===== config.mk =====
export PLATFORM = sky130hd
export DESIGN_NAME = declaration_token_parser_top
export DESIGN_NICKNAME = d
export VERILOG_FILES = /design/src/rtl/dtp_pkg.sv /design/src/rtl/declaration_token_parser_top.sv /design/src/rtl/dtp_kw_match.sv
export SDC_FILE = /design/constraint.sdc
export NUM_CORES = 1
export LEC_CHECK = 0
export ABC_AREA = 1
export BUFFER_PORTS_ARGS = -buffer_cell sky130_fd_sc_hd__buf_2
export CAP_MARGIN = 20
export CORE_UTILIZATION = 30
export CTS_BUF_LIST = sky130_fd_sc_hd__clkbuf_2
export CTS_CLUSTER_DIAMETER = 60
export DETAILED_ROUTE_END_ITERATION = 7
export MAX_ROUTING_LAYER = met4
export SYNTH_ARGS = -nofsm -noshare
export SYNTH_HDL_FRONTEND = slang
export SYNTH_SLANG_ARGS = --single-unit
export TNS_END_PERCENT = 10

===== constraint.sdc =====
create_clock -name i_clk -period 8.74 [get_ports i_clk]
set_clock_uncertainty 0.15 [all_clocks]
set_input_delay 0.874 -clock i_clk [delete_from_list [all_inputs] [get_ports i_clk]]
set_output_delay 0.874 -clock i_clk [all_outputs]
set_load 0.005 [all_outputs]

===== src/rtl/dtp_pkg.sv =====
// shared types, keyword table and codes for the declaration token parser
package dtp_pkg;

    localparam int MAX_LEN    = 255;
    localparam int POS_W      = 9;
    localparam int KW_COUNT   = 18;
    localparam int KW_MAXLEN  = 12;
    localparam int NUM_CLASS  = 6;

    localparam logic [KW_COUNT-1:0] KW_ALL = '1;

    localparam logic [KW_MAXLEN*8-1:0] KW_TEXT [KW_COUNT] = '{
        "constant", "uniform", "varying", "vertex", "facevarying", "facevertex",
        "float", "point", "color", "integer", "int", "string", "vector",
        "normal", "hpoint", "pointer", "matrix", "mpoint"
    };
    localparam logic [3:0] KW_LEN [KW_COUNT] = '{
        4'd8, 4'd7, 4'd7, 4'd6, 4'd11, 4'd10, 4'd5, 4'd5, 4'd5,
        4'd7, 4'd3, 4'd6, 4'd6, 4'd6, 4'd6, 4'd7, 4'd6, 4'd6
    };
    localparam logic [3:0] KW_CODE [KW_COUNT] = '{
        4'd0, 4'd1, 4'd2, 4'd3, 4'd4, 4'd5, 4'd0, 4'd1, 4'd2,
        4'd3, 4'd3, 4'd4, 4'd5, 4'd6, 4'd7, 4'd8, 4'd9, 4'd10
    };

    typedef enum logic [3:0] {
        ST_OK        = 4'd0,
        ST_NO_NAME   = 4'd1,
        ST_NO_TYPE   = 4'd2,
        ST_NO_SIZE   = 4'd3,
        ST_BAD_SIZE  = 4'd4,
        ST_NO_CLOSE  = 4'd5,
        ST_BAD_CLOSE = 4'd6,
        ST_TOO_MANY  = 4'd7,
        ST_TOO_LONG  = 4'd8
    } t_status;

    typedef enum logic [6:0] {
        PH_FIRST       = 7'b0000001,
        PH_AFTER_CLASS = 7'b0000010,
        PH_AFTER_TYPE  = 7'b0000100,
        PH_SIZE        = 7'b0001000,
        PH_CLOSE       = 7'b0010000,
        PH_AFTER_ARRAY = 7'b0100000,
        PH_AFTER_NAME  = 7'b1000000
    } t_phase;

    typedef enum logic [1:0] {
        SZ_LEAD   = 2'd0,
        SZ_SIGN   = 2'd1,
        SZ_DIGITS = 2'd2,
        SZ_BAD    = 2'd3
    } t_size_syn;

    typedef enum logic [1:0] {
        TK_WORD  = 2'd0,
        TK_OPEN  = 2'd1,
        TK_CLOSE = 2'd2
    } t_tok_kind;

    typedef struct packed {
        logic       hit;
        logic       is_class;
        logic [3:0] code;
    } t_kw_hit;

    typedef struct packed {
        t_phase      phase;
        t_status     err;
        logic        f_class;
        logic        f_type;
        logic        f_array;
        logic        f_name;
        logic [2:0]  cls;
        logic [3:0]  typ;
        logic [31:0] size_val;
        logic [7:0]  name_b;
        logic [7:0]  name_e;
    } t_parse;

    localparam t_parse PS_IDLE = '{
        phase: PH_FIRST, err: ST_OK, f_class: 1'b0, f_type: 1'b0, f_array: 1'b0,
        f_name: 1'b0, cls: 3'd0, typ: 4'd0, size_val: 32'd0, name_b: 8'd0,
        name_e: 8'd0
    };

    function automatic logic [7:0] kw_char(int k, logic [3:0] idx);
        int sh;
        sh = (int'(KW_LEN[k]) - 1 - int'(idx)) * 8;
        if (idx >= KW_LEN[k]) return 8'd0;
        return KW_TEXT[k][sh +: 8];
    endfunction

endpackage


===== src/rtl/declaration_token_parser_top.sv =====
// top level: character-stream declaration parser with registered result
// One character is taken per cycle whenever the result register is free or being
// drained, and each string ends with its zero terminator.
// Each character updates the keyword mask, size accumulator and grammar phase in
// a single pass; the zero terminator loads the result register, which then
// presents status and fields until the transaction completes. Strings longer
// than 255 characters report status 8 with all other fields zero.
module declaration_token_parser_top (
    input  logic        i_clk,
    input  logic        i_rst_n,
    input  logic        i_cfg_we,
    input  logic        i_cfg_wdata,
    input  logic        i_in_valid,
    output logic        o_in_ready,
    input  logic [7:0]  i_ch,
    output logic        o_out_valid,
    input  logic        i_out_ready,
    output logic [3:0]  o_status,
    output logic        o_has_class,
    output logic [2:0]  o_class_code,
    output logic        o_has_type,
    output logic [3:0]  o_type_code,
    output logic        o_has_array,
    output logic signed [31:0] o_dim_size,
    output logic        o_has_name,
    output logic [7:0]  o_name_start,
    output logic [7:0]  o_name_end
);
    import dtp_pkg::*;

    logic                r_name_req;
    t_parse              r_ps, n_ps;
    logic                r_inside, n_inside;
    logic [POS_W-1:0]    r_pos, n_pos;
    logic [7:0]          r_tbeg, n_tbeg;
    logic [3:0]          r_tlen, n_tlen;
    logic [KW_COUNT-1:0] r_mask, n_mask;
    logic [31:0]         r_acc, n_acc;
    logic                r_neg, n_neg;
    t_size_syn           r_syn, n_syn;

    logic                r_out_valid;
    logic [3:0]          r_status;
    logic                r_has_class, r_has_type, r_has_array, r_has_name;
    logic [2:0]          r_class_code;
    logic [3:0]          r_type_code;
    logic [31:0]         r_dim_size;
    logic [7:0]          r_name_start, r_name_end;

    logic                accept, term;
    logic [KW_COUNT-1:0] mask_fed;
    t_kw_hit             hit;
    t_parse              fin;
    logic [35:0]         mul;

    assign o_in_ready = !r_out_valid || i_out_ready;
    assign accept     = i_in_valid && o_in_ready;
    assign term       = (i_ch == 8'd0);

    dtp_kw_match u_kw (
        .i_mask      (r_mask),
        .i_len       (r_tlen),
        .i_fresh     (!r_inside),
        .i_ch        (i_ch),
        .o_mask_next (mask_fed),
        .o_hit       (hit)
    );

    function automatic t_parse take_tok(t_parse s_in, t_tok_kind kind, t_kw_hit kh,
                                        t_size_syn syn, logic neg, logic [31:0] acc,
                                        logic [7:0] b, logic [7:0] e);
        t_parse s;
        logic   tt, ta, tn, kw;
        s  = s_in;
        tt = 1'b0;
        ta = 1'b0;
        tn = 1'b0;
        kw = kh.hit && (kind == TK_WORD);
        if (s.err != ST_OK) return s;
        unique case (s.phase)
            PH_FIRST: begin
                if (kw && kh.is_class) begin
                    s.f_class = 1'b1;
                    s.cls     = kh.code[2:0];
                    s.phase   = PH_AFTER_CLASS;
                    return s;
                end
                tt = 1'b1;
            end
            PH_AFTER_CLASS: tt = 1'b1;
            PH_AFTER_TYPE:  ta = 1'b1;
            PH_AFTER_ARRAY: tn = 1'b1;
            PH_SIZE: begin
                if (kind == TK_WORD && syn == SZ_DIGITS) begin
                    if (neg)
                        s.size_val = (acc >= 32'h8000_0000) ? 32'h8000_0000 : 32'd0 - acc;
                    else
                        s.size_val = (acc > 32'h7FFF_FFFF) ? 32'h7FFF_FFFF : acc;
                    s.phase = PH_CLOSE;
                end else begin
                    s.err = ST_BAD_SIZE;
                end
                return s;
            end
            PH_CLOSE: begin
                if (kind == TK_CLOSE) begin
                    s.f_array = 1'b1;
                    s.phase   = PH_AFTER_ARRAY;
                end else begin
                    s.err = ST_NO_CLOSE;
                end
                return s;
            end
            default: begin
                s.err = ST_TOO_MANY;
                return s;
            end
        endcase
        if (tt) begin
            if (kw && !kh.is_class) begin
                s.f_type = 1'b1;
                s.typ    = kh.code;
                s.phase  = PH_AFTER_TYPE;
                return s;
            end
            ta = 1'b1;
        end
        if (ta) begin
            if (kind == TK_OPEN) begin
                s.phase = PH_SIZE;
                return s;
            end
            tn = 1'b1;
        end
        if (tn) begin
            if (kind == TK_CLOSE) begin
                s.err = ST_BAD_CLOSE;
                return s;
            end
            s.f_name = 1'b1;
            s.name_b = b;
            s.name_e = e;
            s.phase  = PH_AFTER_NAME;
            if (!s.f_type && (s.f_class || s.f_array)) s.err = ST_NO_TYPE;
        end
        return s;
    endfunction

    // accumulator times ten plus digit, held at 2^31
    assign mul = {4'd0, r_inside ? r_acc : 32'd0} * 36'd10 + 36'(i_ch - 8'd48);

    always_comb begin
        n_ps     = r_ps;
        n_inside = r_inside;
        n_pos    = r_pos;
        n_tbeg   = r_tbeg;
        n_tlen   = r_tlen;
        n_mask   = r_mask;
        n_acc    = r_acc;
        n_neg    = r_neg;
        n_syn    = r_syn;
        fin      = r_ps;
        if (!term) begin
            if (r_ps.err == ST_TOO_LONG) begin
                n_pos = r_pos;
            end else if (r_pos >= POS_W'(MAX_LEN)) begin
                n_ps.err = ST_TOO_LONG;
            end else begin
                priority if (i_ch == 8'd32 || i_ch == 8'd9 || i_ch == 8'd10) begin
                    if (r_inside)
                        n_ps = take_tok(r_ps, TK_WORD, hit, r_syn, r_neg, r_acc,
                                        r_tbeg, r_pos[7:0]);
                    n_inside = 1'b0;
                end else if (i_ch == 8'd91 || i_ch == 8'd93) begin
                    if (r_inside)
                        n_ps = take_tok(r_ps, TK_WORD, hit, r_syn, r_neg, r_acc,
                                        r_tbeg, r_pos[7:0]);
                    n_ps = take_tok(n_ps, (i_ch == 8'd91) ? TK_OPEN : TK_CLOSE, hit,
                                    r_syn, r_neg, r_acc, r_pos[7:0], 8'(r_pos + 1'b1));
                    n_inside = 1'b0;
                end else begin
                    t_size_syn syn_in;
                    syn_in   = r_inside ? r_syn : SZ_LEAD;
                    n_inside = 1'b1;
                    if (!r_inside) begin
                        n_tbeg = r_pos[7:0];
                        n_acc  = 32'd0;
                        n_neg  = 1'b0;
                    end
                    n_mask = mask_fed;
                    n_tlen = (r_inside && r_tlen >= 4'(KW_MAXLEN)) ? r_tlen
                             : (r_inside ? r_tlen + 4'd1 : 4'd1);
                    n_syn  = syn_in;
                    priority if (i_ch >= 8'd48 && i_ch <= 8'd57 && syn_in != SZ_BAD) begin
                        n_acc = (mul > 36'h0_8000_0000) ? 32'h8000_0000 : mul[31:0];
                        n_syn = SZ_DIGITS;
                    end else if (syn_in == SZ_LEAD &&
                                 (i_ch == 8'd11 || i_ch == 8'd12 || i_ch == 8'd13)) begin
                        n_syn = SZ_LEAD;
                    end else if (syn_in == SZ_LEAD && (i_ch == 8'd43 || i_ch == 8'd45)) begin
                        n_neg = (i_ch == 8'd45);
                        n_syn = SZ_SIGN;
                    end else begin
                        n_syn = SZ_BAD;
                    end
                end
                n_pos = r_pos + 1'b1;
            end
        end else begin
            if (r_ps.err != ST_TOO_LONG) begin
                if (r_inside)
                    fin = take_tok(r_ps, TK_WORD, hit, r_syn, r_neg, r_acc,
                                   r_tbeg, r_pos[7:0]);
                if (fin.err == ST_OK) begin
                    unique case (fin.phase)
                        PH_SIZE:       fin.err = ST_NO_SIZE;
                        PH_CLOSE:      fin.err = ST_NO_CLOSE;
                        PH_AFTER_NAME: fin.err = ST_OK;
                        default: begin
                            if (r_name_req)
                                fin.err = ST_NO_NAME;
                            else if (!fin.f_type && (fin.f_class || fin.f_array))
                                fin.err = ST_NO_TYPE;
                        end
                    endcase
                end
            end
            n_ps       = '0;
            n_ps.phase = PH_FIRST;
            n_ps.err   = ST_OK;
            n_inside   = 1'b0;
            n_pos      = '0;
            n_tbeg     = '0;
            n_tlen     = '0;
            n_mask     = KW_ALL;
            n_acc      = '0;
            n_neg      = 1'b0;
            n_syn      = SZ_LEAD;
        end
    end

    always_ff @(posedge i_clk) begin
        if (!i_rst_n) begin
            r_name_req       <= 1'b0;
            r_ps             <= PS_IDLE;
            r_inside         <= 1'b0;
            r_pos            <= '0;
            r_tbeg           <= '0;
            r_tlen           <= '0;
            r_mask           <= KW_ALL;
            r_acc            <= '0;
            r_neg            <= 1'b0;
            r_syn            <= SZ_LEAD;
            r_out_valid      <= 1'b0;
        end else begin
            if (i_cfg_we) r_name_req <= i_cfg_wdata;
            if (accept) begin
                r_ps     <= n_ps;
                r_inside <= n_inside;
                r_pos    <= n_pos;
                r_tbeg   <= n_tbeg;
                r_tlen   <= n_tlen;
                r_mask   <= n_mask;
                r_acc    <= n_acc;
                r_neg    <= n_neg;
                r_syn    <= n_syn;
            end
            if (accept && term)
                r_out_valid <= 1'b1;
            else if (i_out_ready)
                r_out_valid <= 1'b0;
        end
    end

    // result register, fields zeroed when their part is absent or the string is too long
    always_ff @(posedge i_clk) begin
        if (accept && term) begin
            logic ok;
            ok = (fin.err != ST_TOO_LONG);
            r_status     <= fin.err;
            r_has_class  <= ok && fin.f_class;
            r_class_code <= (ok && fin.f_class) ? fin.cls : 3'd0;
            r_has_type   <= ok && fin.f_type;
            r_type_code  <= (ok && fin.f_type) ? fin.typ : 4'd0;
            r_has_array  <= ok && fin.f_array;
            r_dim_size   <= (ok && fin.f_array) ? fin.size_val : 32'd0;
            r_has_name   <= ok && fin.f_name;
            r_name_start <= (ok && fin.f_name) ? fin.name_b : 8'd0;
            r_name_end   <= (ok && fin.f_name) ? fin.name_e : 8'd0;
        end
    end

    assign o_out_valid  = r_out_valid;
    assign o_status     = r_status;
    assign o_has_class  = r_has_class;
    assign o_class_code = r_class_code;
    assign o_has_type   = r_has_type;
    assign o_type_code  = r_type_code;
    assign o_has_array  = r_has_array;
    assign o_dim_size   = r_dim_size;
    assign o_has_name   = r_has_name;
    assign o_name_start = r_name_start;
    assign o_name_end   = r_name_end;

`ifndef ASSERT_OFF
    a_term_gives_result: assert property (@(posedge i_clk) disable iff (!i_rst_n)
        (accept && term) |=> o_out_valid)
        else $error("terminator did not load a result");

    a_term_clears_pos: assert property (@(posedge i_clk) disable iff (!i_rst_n)
        (accept && term) |=> (r_pos == '0 && !r_inside))
        else $error("parse state not cleared after terminator");

    a_pos_bounded: assert property (@(posedge i_clk) disable iff (!i_rst_n)
        r_pos <= POS_W'(MAX_LEN))
        else $error("character position beyond limit");

    a_no_name_zero: assert property (@(posedge i_clk) disable iff (!i_rst_n)
        (o_out_valid && !o_has_name) |-> (o_name_start == 8'd0 && o_name_end == 8'd0))
        else $error("name span set without a name");
`endif

endmodule


===== src/rtl/dtp_kw_match.sv =====
// keyword candidate mask update and end-of-token keyword lookup
module dtp_kw_match (
    input  logic [dtp_pkg::KW_COUNT-1:0] i_mask,
    input  logic [3:0]                   i_len,
    input  logic                         i_fresh,
    input  logic [7:0]                   i_ch,
    output logic [dtp_pkg::KW_COUNT-1:0] o_mask_next,
    output dtp_pkg::t_kw_hit             o_hit
);
    import dtp_pkg::*;

    logic [KW_COUNT-1:0] mask_in;
    logic [3:0]          len_in;
    logic [7:0]          low;

    assign mask_in = i_fresh ? KW_ALL : i_mask;
    assign len_in  = i_fresh ? 4'd0 : i_len;
    // fold A..Z only
    assign low = (i_ch >= 8'd65 && i_ch < 8'd91) ? i_ch + 8'd32 : i_ch;

    always_comb begin
        for (int k = 0; k < KW_COUNT; k++) begin
            o_mask_next[k] = mask_in[k] && (len_in < KW_LEN[k]) &&
                             (len_in < 4'(KW_MAXLEN)) && (kw_char(k, len_in) == low);
        end
    end

    // lowest matching index wins
    always_comb begin
        o_hit = '0;
        for (int k = KW_COUNT - 1; k >= 0; k--) begin
            if (i_mask[k] && KW_LEN[k] == i_len) begin
                o_hit.hit      = 1'b1;
                o_hit.is_class = (k < NUM_CLASS);
                o_hit.code     = KW_CODE[k];
            end
        end
    end

endmodule


Yosys cells after proc, flatten, opt, wreduce, memory -nomap -nowiden:

Index checks and enable logic that the tools add are counted.

* add/subtract/negate cells: 13
* multipliers: 1
* order comparisons: 24
* equality and inequality tests: 70
* shift operators: 18
* multiplexer cells: 659
* reduce and logical (&&, ||, !) cells: 136

Operators by type and width (count)
* $mux W70: 55
* $shiftx A96 B32 Y8 const A: 18
* $mux W32: 28
* $pmux W70 S4: 2
* $mux W1: 388
* $mux W8: 32
* $mux W7: 35
* $mux W4: 46
* $eq A8 B8 Y1: 18
* $mux W63: 2
* $mux W18: 6
* $mux W6: 18
* $logic_and A1 B1 Y1: 95
* $mux W16: 5
* $mux W59: 1
* $mux W11: 5
* $eq A8 B4 Y1 const B: 5
* $add A36 B36 Y36: 1
* $gt A36 B32 Y1 const B: 1
* $pmux W4 S3: 3
* $mul A32 B3 Y35 const B: 1
* $ge A32 B32 Y1 const B: 1
* $gt A32 B31 Y1 const B: 1
* $sub A1 B32 Y32 const A: 1
* other kinds (62): 153

* flip-flop bits (word level): 210

Depth between registers and ports, before layout:

* word-level depth: 166
* gate-level depth with buffers: 41
* depth with buffers taken out: 38

Hierarchy:

A second synthesis with hierarchy kept.

* cell total of the unflattened synthesis: 3572
* area total of the unflattened synthesis: 21551.9 um^2

Modules (own cells, without submodules)
* declaration_token_parser_top: instances 1, cells an instance 2784, area an instance 17912.2 um^2, seq. area each 4834.6 um^2
* dtp_kw_match: instances 1, cells an instance 788, area an instance 3639.7 um^2, seq. area each 0.0 um^2

Worst setup path after synthesis:

No wires, ideal clock.

* path type: input -> register
* from: in i_ch[4]
* to: reg r_ps[11] in the netlist's numbering
* library setup time: 70 ps
* data arrival time: 6123 ps
* path slack: 2397 ps
* stages: 19
* path through: clkbuf_1 inv_2 ha_1 inv_1 nor2_1 inv_1 nor2_1 inv_1 nor2_1 inv_1 nand2_1 nand2_1 buf_2 nor2_1 o21ai_2 inv_2 clkbuf_1 o21ai_1 a21oi_1

* longest elaborated chain between the ends: 58
* elaborated cells on any way between the ends: 152

Ends and longest elaborated chain
* start: declaration: line declaration_token_parser_top.sv:15 `input logic [7:0] i_ch,`
* $eq A8 B7 Y1: line declaration_token_parser_top.sv:174, declaration_token_parser_top.sv:178
* $mux W2: line declaration_token_parser_top.sv:178 `n_ps = take_tok(n_ps, (i_ch == 8'd91) ? TK_OPEN : TK_CLOSE, hit,`
* $logic_not A2 Y1: line declaration_token_parser_top.sv:78 `kw = kh.hit && (kind == TK_WORD);`
* $logic_and A1 B1 Y1: line declaration_token_parser_top.sv:78
* $logic_and A1 B1 Y1: line declaration_token_parser_top.sv:82 `if (kw && kh.is_class) begin`
* $mux W1: line declaration_token_parser_top.sv:82
* $mux W1 (2 in a row): line declaration_token_parser_top.sv:80 `unique case (s.phase)`
* $mux W1: line declaration_token_parser_top.sv:174 `end else if (i_ch == 8'd91 || i_ch == 8'd93) begin`
* [41 not listed]
* $mux W70: line declaration_token_parser_top.sv:128 `if (ta) begin`
* $mux W70: line declaration_token_parser_top.sv:119 `if (tt) begin`
* $mux W70: line declaration_token_parser_top.sv:80
* $mux W70: line declaration_token_parser_top.sv:174
* $mux W70: line declaration_token_parser_top.sv:169 `priority if (i_ch == 8'd32 || i_ch == 8'd9 || i_ch == 8'd10) begin`
* $mux W59: line declaration_token_parser_top.sv:166 `end else if (r_pos >= POS_W'(MAX_LEN)) begin`
* $mux W70: line declaration_token_parser_top.sv:164 `if (r_ps.err == ST_TOO_LONG) begin`
* $mux W70: line declaration_token_parser_top.sv:163 `if (!term) begin`
* end signal: assignment: line declaration_token_parser_top.sv:258 `r_ps <= n_ps;`
* end: declaration: line declaration_token_parser_top.sv:32 `t_parse r_ps, n_ps;`

Parallel ways exist; a longest one is shown, timed or not. The select of a mux whose other input is x is not followed.
A chain may end at the register's enable or synchronous reset.

Worst setup path in the final report:

* from: reg r_inside
* to: reg r_acc[3]

* longest elaborated chain between the ends: 11
* elaborated cells on any way between the ends: 14

Ends and longest elaborated chain
* start: declaration: line declaration_token_parser_top.sv:33 `logic r_inside, n_inside;`
* start signal: assignment: line declaration_token_parser_top.sv:259 `r_inside <= n_inside;`
* $mux W32
* $mul A32 B3 Y35: line declaration_token_parser_top.sv:150 `assign mul = {4'd0, r_inside ? r_acc : 32'd0} * 36'd10 + 36'(i_ch - 8'd48);`
* $add A36 B36 Y36: line declaration_token_parser_top.sv:150
* $gt A36 B32 Y1: line declaration_token_parser_top.sv:195 `n_acc = (mul > 36'h0_8000_0000) ? 32'h8000_0000 : mul[31:0];`
* $mux W32: line declaration_token_parser_top.sv:195
* $mux W32 (*): line declaration_token_parser_top.sv:194 `priority if (i_ch >= 8'd48 && i_ch <= 8'd57 && syn_in != SZ_BAD) begin`
* $mux W32 (*): line declaration_token_parser_top.sv:174
* $mux W32 (*): line declaration_token_parser_top.sv:169
* $mux W32 (*): line declaration_token_parser_top.sv:166
* $mux W32 (*): line declaration_token_parser_top.sv:164
* $mux W32 (*): line declaration_token_parser_top.sv:163
* end signal: assignment: line declaration_token_parser_top.sv:264 `r_acc <= n_acc;`
* end: declaration: line declaration_token_parser_top.sv:38 `logic [31:0] r_acc, n_acc;`

Every way passes the cells marked *; elsewhere a longest branch is shown, timed or not. The select of a mux whose other input is x is not followed.

==> results.cfg <==
[worst_setup_path]
r2r_start = r_inside
critical_path.max_stage_delay_ps = 890
cp_num_buf_inv = 4
crit_slowest_cell = dfxtp_1
r2r_slack_ps = 1500
worstPathRequired_ps = 9400
reg2regPathDepth = 36
crit_arrival_ps = 7900
crit_family = compound AO/OA/AOI/OAI gates
critPathMostFrequentCell = nand2_1
reg2reg_to = r_acc[3]
start_kind = flip-flop
crit_type = flip-flop to flip-flop
path_max_fanout = 30
worstSetupEndpointType = flip-flop

[yosys]
synth_ff_type = dfxtp_1
synth_top_area_cell = nand2_1
synth_top_area_share_pct = 15.1
synth_area_um2 = 20000
ys_async_sr_fraction_pct = 0
ys_seq_area_share_pct = 24.2
synth-seq-cells = 210
syn_nets = 3386
netlist_instances = 3252
synth.area.top_cells = nand2_1 15%, dfxtp_1 15%, edfxtp_1 9.5%
synth_enable_flop_cells = 63
synth_area_per_cell_um2 = 6.16
yosysMostFrequentCell = nand2_1
synth_common_cells = 803 x nand2_1, 360 x a21oi_1, 350 x inv_1, 350 x nor2_1, 263 x o21ai_0
yosysWarnings = 0
synth_cell_types = 62

[route]
ant_nets = 0
drc = 0
dr.pass1.iters = 6
num_vias = 21900
wl_um = 67600
drtIter0Drc = 1773
routed_via_density = 5.23
wl_per_cell_um = 16.2

[final_layout]
syn_to_final_growth_pct = 8.37
fin_util_pct = 32.9
drive_gt1_share_pct = 8.52
nets = 3411

[floorplanning]
dieWidth_um = 260
initial_core_util_pct = 30.4
dieArea_um2 = 67800
die_height_um = 260
core.rowCount = 94
core_area_um2 = 65900
io_pins = 79

[clock_tree]
clock_path_buffers = 3
cts_sinks = 210
post_cts_buffers = 0
clkLatencyLatePin_ps = 910
clkTransAtPathRegs_ps = 110
cts-htree-levels = 2
cts-resized-gates = 0
cts_tree = done
hold_buffers = 2
cts_buffers = 54
clockRootBuffer = clkbuf_2

[sta]
finalCriticalPeriod_ps = 7240
slew_headroom_pct = 35.6
setup_viol = 0
tightest_slew_ps = 965
rsz0062_at_grt = false
finalHoldViolations = 0
maxSlewViolCount = 0
holdWs_ps = 130
fin_crit_sh_pct = 82.8
fmaxAchievable_mhz = 138
fin_tns_setup_ps = 0

[pwr]
p_total_mw = 2.12
power_density_nw_per_um2 = 97.9
peakVddDrop_uv = 59.9
p_leak_nw = 10.2

[min_path]
worstHoldStart = i_out_ready
whs_path_depth = 4
min_path_type = input port to flip-flop
min_to = o_out_valid

[grt]
grt_max_degree = 75
grt-ovfl-total = 0
first_global_vias = 20200
grt_antenna_before_repair = 2
grtUsageTotal_pct = 20.0
grt_pass1_wl_um = 108000

[flow_run]
max_cap_violations = 0

[place]
place_hpwl_um = 48600
portBuffers = 78
gp_congestion = 0.936

[run_status]
status = completed
-- sequential cells by signal, summed over array words and instances (netlist names) --
signal	cells
r_ps	70
o_dim_size	32
r_acc	32
r_mask	18
r_pos	9
o_name_end	8
o_name_start	8
r_tbeg	8
o_status	4
o_type_code	4
r_tlen	4
o_class_code	3
r_syn	2
o_has_array	1
o_has_class	1
o_has_name	1
o_has_type	1
o_out_valid	1
r_inside	1
r_name_req	1
r_neg	1
-- cells in the final DEF (no fill, tap or decap), types with 63 or more instances in the layout --
master,Yosys,layout
edfxtp_1,63,63
nor2_1,350,342
buf_2,11,78
nand3_1,160,160
a21oi_1,360,359
xor2_1,84,84
clkbuf_2,0,93
dfxtp_1,147,147
inv_1,350,347
nand2_1,803,803
o21ai_0,263,263
ha_1,118,118
-- per-stage QoR --
step	instances	cell area [µm²]	setup WS, ps
3_3_place_gp	4082	21200	1970
5_1_grt	4185	21700	742
3_5_place_dp	4083	21200	1700
6_report	4185	21700	1500
2_1_floorplan	3252	20000	2400
4_1_cts	4184	21700	1640
-- area by class of cell --
| cell class | count | area [µm²] |
|---|---|---|
| Sequential cell | 210 | 4830 |
| Tap cell | 864 | 1080 |
| Fill cell | 7455 | 44200 |
| Antenna cell | 1 | 2.50 |
| Inverter | 378 | 1420 |
| Clock inverter | 6 | 27.5 |
| Timing Repair Buffer | 106 | 606 |
| Clock buffer | 93 | 465 |
| Multi-Input combinational cell | 2527 | 13300 |
-- cell families (layout without fill, tap and decap cells) --
logic type | count (synthesis) | after routing | share of synthesized area, %
buffers and inverters | 515 | 583 | 9.85
and+or+nand+nor | 1466 | 1466 | 30.5
adders and majority gates | 120 | 120 | 7.58
other | 0 | 1 | 0
DFF | 210 | 210 | 24.2
xor gates and xnor gates | 110 | 110 | 4.81
AOI/OAI and AO/OA | 831 | 831 | 23.1
-- tightest hold or removal path, stage by stage --
cell and delay (ps):
buf_2 70, inv_1 30, nand2_1 80, a21oi_1 70
-- power by group --
part	internal (mW)	switching, mW	leakage, nW
Combinational	0.116	0.273	7.90
Sequential	1.01	0.0187	1.85
Clock	0.274	0.432	0.399
-- routing by layer --
layer / share of wire (%) / vias up / track usage (%)
met4: 2.8 / 0 / 5.96
met2: 47 / 685 / 32.6
li1: - / 11000 / -
met3: 5.4 / 130 / 2.32
met5: 0 / - / -
met1: 45 / 10100 / 25.9
-- worst max-delay path by stage --
stage / startpoint / end / slack, ps / cells past startpoint
6_report: r_inside / r_acc[3] / 1500 / 36
5_1_grt: r_inside / r_acc[0] / 740 / 33
4_1_cts: r_inside / r_acc[3] / 1640 / 33
3_5_place_dp: r_inside / r_acc[12] / 1700 / 33
3_3_place_gp: r_inside / r_acc[11] / 1970 / 33
2_1_floorplan: i_ch[4] / r_ps[11] / 2400 / 19
No activity file was read; power rests on OpenSTA's default activity.
